<file path="src/hdl/assert_macros.svh">
// Assertion macros for the RTL files.
`ifndef ASSERT_MACROS_SVH
`define ASSERT_MACROS_SVH
`ifndef NO_ASSERTIONS
// same-cycle implication, checked out of reset
`define ASSERT_IMP(lbl, clk, rstn, ante, cons) \
    lbl: assert property (@(posedge clk) disable iff (!rstn) (ante) |-> (cons)) \
        else $error("assertion failed");
// next-cycle implication, checked out of reset
`define ASSERT_NXT(lbl, clk, rstn, ante, cons) \
    lbl: assert property (@(posedge clk) disable iff (!rstn) (ante) |=> (cons)) \
        else $error("assertion failed");
`else
`define ASSERT_IMP(lbl, clk, rstn, ante, cons)
`define ASSERT_NXT(lbl, clk, rstn, ante, cons)
`endif
`endif

</file>
<file path="src/hdl/mst_pkg.sv">
// Shared types, constants and arithmetic helpers of the slot tracker.
`timescale 1ns / 1ps
package mst_pkg;

    localparam int MAX_SLOTS = 16;
    localparam int SLOT_W    = $clog2(MAX_SLOTS);
    localparam int CNT_W     = 5;
    localparam int TS_W      = 63;
    localparam int NUM_W     = 47;
    localparam int DEN_W     = 64;
    localparam logic [30:0] NS2 = 31'd2000000000;  // 2 * ns per second

    typedef enum logic [2:0] {
        OP_SELECT = 3'd0,
        OP_TRACK  = 3'd1,
        OP_POS_X  = 3'd2,
        OP_POS_Y  = 3'd3,
        OP_FRAME  = 3'd4
    } op_t;

    typedef enum logic [1:0] {
        KIND_ALIVE = 2'd0,
        KIND_SET   = 2'd1,
        KIND_FSEQ  = 2'd2
    } kind_t;

    typedef enum logic [2:0] {
        CFG_X_OFFSET   = 3'd0,
        CFG_Y_OFFSET   = 3'd1,
        CFG_X_SCALE    = 3'd2,
        CFG_Y_SCALE    = 3'd3,
        CFG_SLOT_COUNT = 3'd4
    } cfg_idx_t;

    typedef struct packed {
        logic [31:0]        session;
        logic signed [15:0] pos_x;
        logic signed [15:0] pos_y;
        logic [31:0]        speed_x;
        logic [31:0]        speed_y;
        logic [TS_W-1:0]    time_x;
        logic [TS_W-1:0]    time_y;
        logic               changed;
    } entry_t;

    localparam entry_t ENTRY_RESET = '{session: '1, default: '0};

    // floor((sign*prod) / 2^17), saturated to Q1.15
    function automatic logic signed [15:0] norm_sat(input logic neg, input logic [63:0] prod);
        logic [64:0] rnd;
        logic [47:0] q;
        begin
            rnd = {1'b0, prod} + 65'h1FFFF;
            q   = rnd[64:17];
            if (!neg) begin
                norm_sat = (prod[63:17] > 47'd32767) ? 16'sh7FFF : prod[32:17];
            end else begin
                norm_sat = (q > 48'd32768) ? 16'sh8000 : 16'(~q[15:0] + 16'd1);
            end
        end
    endfunction

    // signed speed from magnitude quotient, saturated to 32 bits
    function automatic logic [31:0] sat_speed(input logic neg, input logic [NUM_W-1:0] q);
        begin
            if (!neg) begin
                sat_speed = (q > NUM_W'(32'h7FFF_FFFF)) ? 32'h7FFF_FFFF : q[31:0];
            end else begin
                sat_speed = (q >= NUM_W'(33'h8000_0000)) ? 32'h8000_0000
                                                         : (~q[31:0] + 32'd1);
            end
        end
    endfunction

endpackage

</file>
<file path="src/hdl/mst_div.sv">
// Radix-2 restoring divider, one quotient bit per cycle.
`timescale 1ns / 1ps
module mst_div (
    input  logic                      aclk,
    input  logic                      aresetn,
    input  logic                      start,
    input  logic [mst_pkg::NUM_W-1:0] num,
    input  logic [mst_pkg::DEN_W-1:0] den,
    output logic                      done,
    output logic [mst_pkg::NUM_W-1:0] quot
);

    localparam int CW = $clog2(mst_pkg::NUM_W);

    logic                      busy_reg;
    logic                      done_reg;
    logic [CW-1:0]             cnt_reg;
    logic [mst_pkg::DEN_W-1:0] rem_reg;
    logic [mst_pkg::DEN_W-1:0] den_reg;
    logic [mst_pkg::NUM_W-1:0] quo_reg;
    logic [mst_pkg::DEN_W:0]   shifted;
    logic                      ge;

    assign shifted = {rem_reg, quo_reg[mst_pkg::NUM_W-1]};
    assign ge      = shifted >= {1'b0, den_reg};

    always_ff @(posedge aclk) begin
        if (!aresetn) begin
            busy_reg <= 1'b0;
            done_reg <= 1'b0;
            cnt_reg  <= '0;
        end else begin
            done_reg <= !start && busy_reg && (cnt_reg == '0);
            if (start) begin
                busy_reg <= 1'b1;
                cnt_reg  <= CW'(mst_pkg::NUM_W - 1);
                rem_reg  <= '0;
                den_reg  <= den;
                quo_reg  <= num;
            end else if (busy_reg) begin
                rem_reg <= ge ? mst_pkg::DEN_W'(shifted - {1'b0, den_reg})
                              : shifted[mst_pkg::DEN_W-1:0];
                quo_reg <= {quo_reg[mst_pkg::NUM_W-2:0], ge};
                if (cnt_reg == '0) begin
                    busy_reg <= 1'b0;
                end else begin
                    cnt_reg <= cnt_reg - CW'(1);
                end
            end
        end
    end

    assign done = done_reg;
    assign quot = quo_reg;

endmodule
</file>
<file path="config.mk">
export PLATFORM = sky130hd
export DESIGN_NAME = mst_div
export DESIGN_NICKNAME = d
export VERILOG_FILES = /design/src/hdl/assert_macros.svh /design/src/hdl/mst_pkg.sv /design/src/hdl/mst_div.sv
export SDC_FILE = /design/constraint.sdc
export NUM_CORES = 1
export LEC_CHECK = 0
export BUFFER_PORTS_ARGS = -buffer_cell sky130_fd_sc_hd__buf_2
export CAP_MARGIN = 30
export CORE_UTILIZATION = 50
export DETAILED_ROUTE_END_ITERATION = 16
export PLACE_DENSITY_LB_ADDON = 0.05
export SLEW_MARGIN = 5
export SYNTH_ARGS = -nofsm -noshare
export SYNTH_HDL_FRONTEND = slang
export SYNTH_SLANG_ARGS = --single-unit
export TNS_END_PERCENT = 100
</file>
<file path="constraint.sdc">
create_clock -name aclk -period 5 [get_ports aclk]
set_input_delay 1 -clock aclk [delete_from_list [all_inputs] [get_ports aclk]]
set_output_delay 1 -clock aclk [all_outputs]
set_load 0.02 [all_outputs]
</file>
==> reports/qor.yml <==
timing:
  tightest_slew_ns: 0.931
  max-slew-margin-rel: 0.379
  rsz0062_at_grt: "false"
  finalCriticalPeriod_ns: 4.20
  finalHoldViolCount: 0
  setup_slack_ns: 0.795
  clock.fmax_mhz: 238
  skew_ns: 0.0177
  min_period_over_period: 0.841
  finalSetupViolCount: 0
  final_max_slew_viol_count: 0
  finalSetupTns_ns: 0
synthesis:
  synthTopCellsByArea: "edfxtp_1 (46%), ha_1 (7.3%), mux2_2 (4.7%)"
  synth_seq_cells: 183
  synth_top_flop_cell: "edfxtp_1"
  syn-num-nets: 1243
  ys_types: 70
  seq_area_frac_synth: 0.477
  synth-edff-count: 175
  synth.most_common_cell: "edfxtp_1"
  yosysTopAreaCell: "edfxtp_1"
  async_reset_ff_frac: 0
  syn_area_per_cell_sq_um: 10.7
  syn_inst: 1062
  synth_common_cells: "edfxtp_1 (175), nor2_1 (90), inv_1 (87)"
  synth_top_area_share: 0.463
  synth_area_sq_mm: 0.0114
  ys_warn_count: 0
setup_path:
  critPathLaunch: "quot[46]$_DFFE_PP_"
  cpMaxStageDelayCell: "buf_4"
  critPathKind: "reg2reg"
  r2r_end: "rem_reg[31]$_SDFFCE_PP0P_"
  startpoint_type: "flop"
  crit_fanout: 52
  required_ns: 5.30
  slowest_delay_ns: 0.71
  r2r_slack_ns: 0.80
  end_kind: "flop"
  ff2ff_path_depth: 13
  endpoint: "rem_reg[31]$_SDFFCE_PP0P_"
  worstPathCellList: "inv_1 > ha_1 > and2b_1 > o2111ai_1 > a21o_1 > o31a_1 > a2111oi_4 > a41oi_2 > o221ai_2 > a21o_2 > buf_4 > nand2b_1 > o21ai_1"
  r2r-start: "quot[46]$_DFFE_PP_"
  crit_arrival_ns: 4.51
layout:
  fin_util: 0.590
  multiInputGateArea_sq_mm: 0.00540
  syn2layout_area_growth_pct: 14.5
  drive_gt1_frac: 0.220
  instances_no_fill: 1501
  ff_latch_area_sq_mm: 0.00542
  nets: 1388
  nFillCells: 1908
clock_network:
  clock_sinks: 183
  numCtsBuffers: 17
  cts_max_path_buffers: 2
  root_buffer: "clkbuf_16"
  htree_num_levels: 4
  post_cts_buffers: 0
  ctsHoldBuffers: 0
  cts_resized: 0
  cts_tree: "yes"
  clkTransAtPathRegs_ns: 0.09
  clk_latency_ns: 0.45
route:
  num_vias: 8590
  drtPass1Iterations: 11
  routed_wl_um: 27300
  wire_per_inst_um: 18.2
  antenna_left: 0
  drc: 3
  vias_per_cell: 5.72
  drtIter0Drc: 638
run:
  maxCapViolCount: 0
placement:
  io_buffers: 161
  dp_hpwl_um: 19700
  place_ws_ns: 0.805
  dp_cells: 1468
  place_congestion: 0.905
global_routing:
  grt_start_max_net_pins: 67
  busiest_layer: "met2"
  grt_pass1_vias: 8478
  use_met1: 0.328
  antenna_found_initial: 1
  met2_usage: 0.385
  grtUsageTotal: 0.239
  grt_use_met3: 0.0515
  grt_pass1_wl_um: 44000
  grt_overflow_total: 0
die:
  coreArea_sq_mm: 0.0220
  die_x_um: 153
  initial_utilization: 0.516
  io-pin-count: 162
  die_area_sq_mm: 0.0233
  die_h_um: 153
  num_rows: 54
power:
  p_per_area_mw_per_mm2: 362
  p_leak_uw: 0.00552
  vdd_drop_max_v: 0.000216
status:
  violations: "DRC"
  outcome: "finished, violations left"
min_path:
  hold_class: "reg2reg"
==> critical path: cells and delay by family, from the launching register on <==
kind            cells  cell delay, ns
flops               1            0.36
fa+ha+maj           1            0.22
compound gates      8            2.18
simple gates        2            0.54
buf+inv             2            0.77
==> routing by layer <==
metal  part of all wire  vias up
li1                   -     4205
met1               0.47     4094
met2               0.46      266
met3              0.059       25
met4              0.012        0
met5                  0        -
==> how the worst min path moves through the flow <==
stage | from | endpoint | slack, ns | cells past startpoint
after floorplan | cnt_reg[4]$_SDFFE_PP0P_ | cnt_reg[4]$_SDFFE_PP0P_ | 0.49 | 2
after global placement | cnt_reg[4]$_SDFFE_PP0P_ | cnt_reg[4]$_SDFFE_PP0P_ | 0.51 | 2
after detailed placement | cnt_reg[4]$_SDFFE_PP0P_ | cnt_reg[4]$_SDFFE_PP0P_ | 0.53 | 2
after CTS | cnt_reg[4]$_SDFFE_PP0P_ | cnt_reg[4]$_SDFFE_PP0P_ | 0.55 | 2
after global routing | cnt_reg[4]$_SDFFE_PP0P_ | cnt_reg[4]$_SDFFE_PP0P_ | 0.57 | 2
final | cnt_reg[4]$_SDFFE_PP0P_ | cnt_reg[4]$_SDFFE_PP0P_ | 0.55 | 2
==> power by group <==
part	switching (uW)	internal, uW
sequential	60.1	1850
clock	712	689
combinational	827	564
total	1600	3100
==> metrics by stage <==
stage	total power [uW]	instance area [sq um]	hold slack (ns)
after global routing	4950	13000	0.574
after detailed placement	3320	12400	0.534
after CTS	4720	13000	0.551
final	4700	13000	0.551
after floorplan	2980	11400	0.485
after global placement	3300	12400	0.509
==> cell families (layout without fill, tap and decap cells) <==
group	count (synthesis)	count (layout)	share of synthesized area
buffers and inverters	131	289	0.0487
flip-flops	183	183	0.477
other	0	1	0
multiplexers	92	92	0.0863
XOR/XNOR	62	62	0.0478
adder cells (fa/ha/maj)	67	67	0.0745
AND/OR/NAND/NOR	262	262	0.110
AO/OA/AOI/OAI	265	265	0.155
==> area by class of cell <==
class | count | share of cell area
sequential | 183 | 0.417
multi-input combinational | 748 | 0.415
timing repair buffer | 170 | 0.0683
clock buffer | 17 | 0.0327
tap | 280 | 0.0270
inverter | 87 | 0.0251
clock inverter | 15 | 0.0148
antenna | 1 | 0.000193
==> placed cells by master (no fill, tap or decap), types with 7 or more instances in the layout <==
cell / n
o21bai_1: 12
o31ai_1: 10
buf_4: 9
nor2_1: 90
ha_1: 66
a22o_1: 11
inv_1: 87
nand3_1: 16
and2_1: 10
a31oi_1: 7
nor3_1: 12
xnor2_1: 40
a21oi_1: 82
mux2i_1: 45
nand4_1: 20
nand2_1: 64
o21a_1: 14
buf_2: 160
nor2b_1: 10
and3_1: 11
mux2_2: 47
clkbuf_16: 17
o21ai_0: 29
edfxtp_1: 175
a211oi_1: 9
dfxtp_1: 8
o21ai_1: 17
xor2_1: 22
a21o_1: 25
Power figures use the tool's default switching activity.
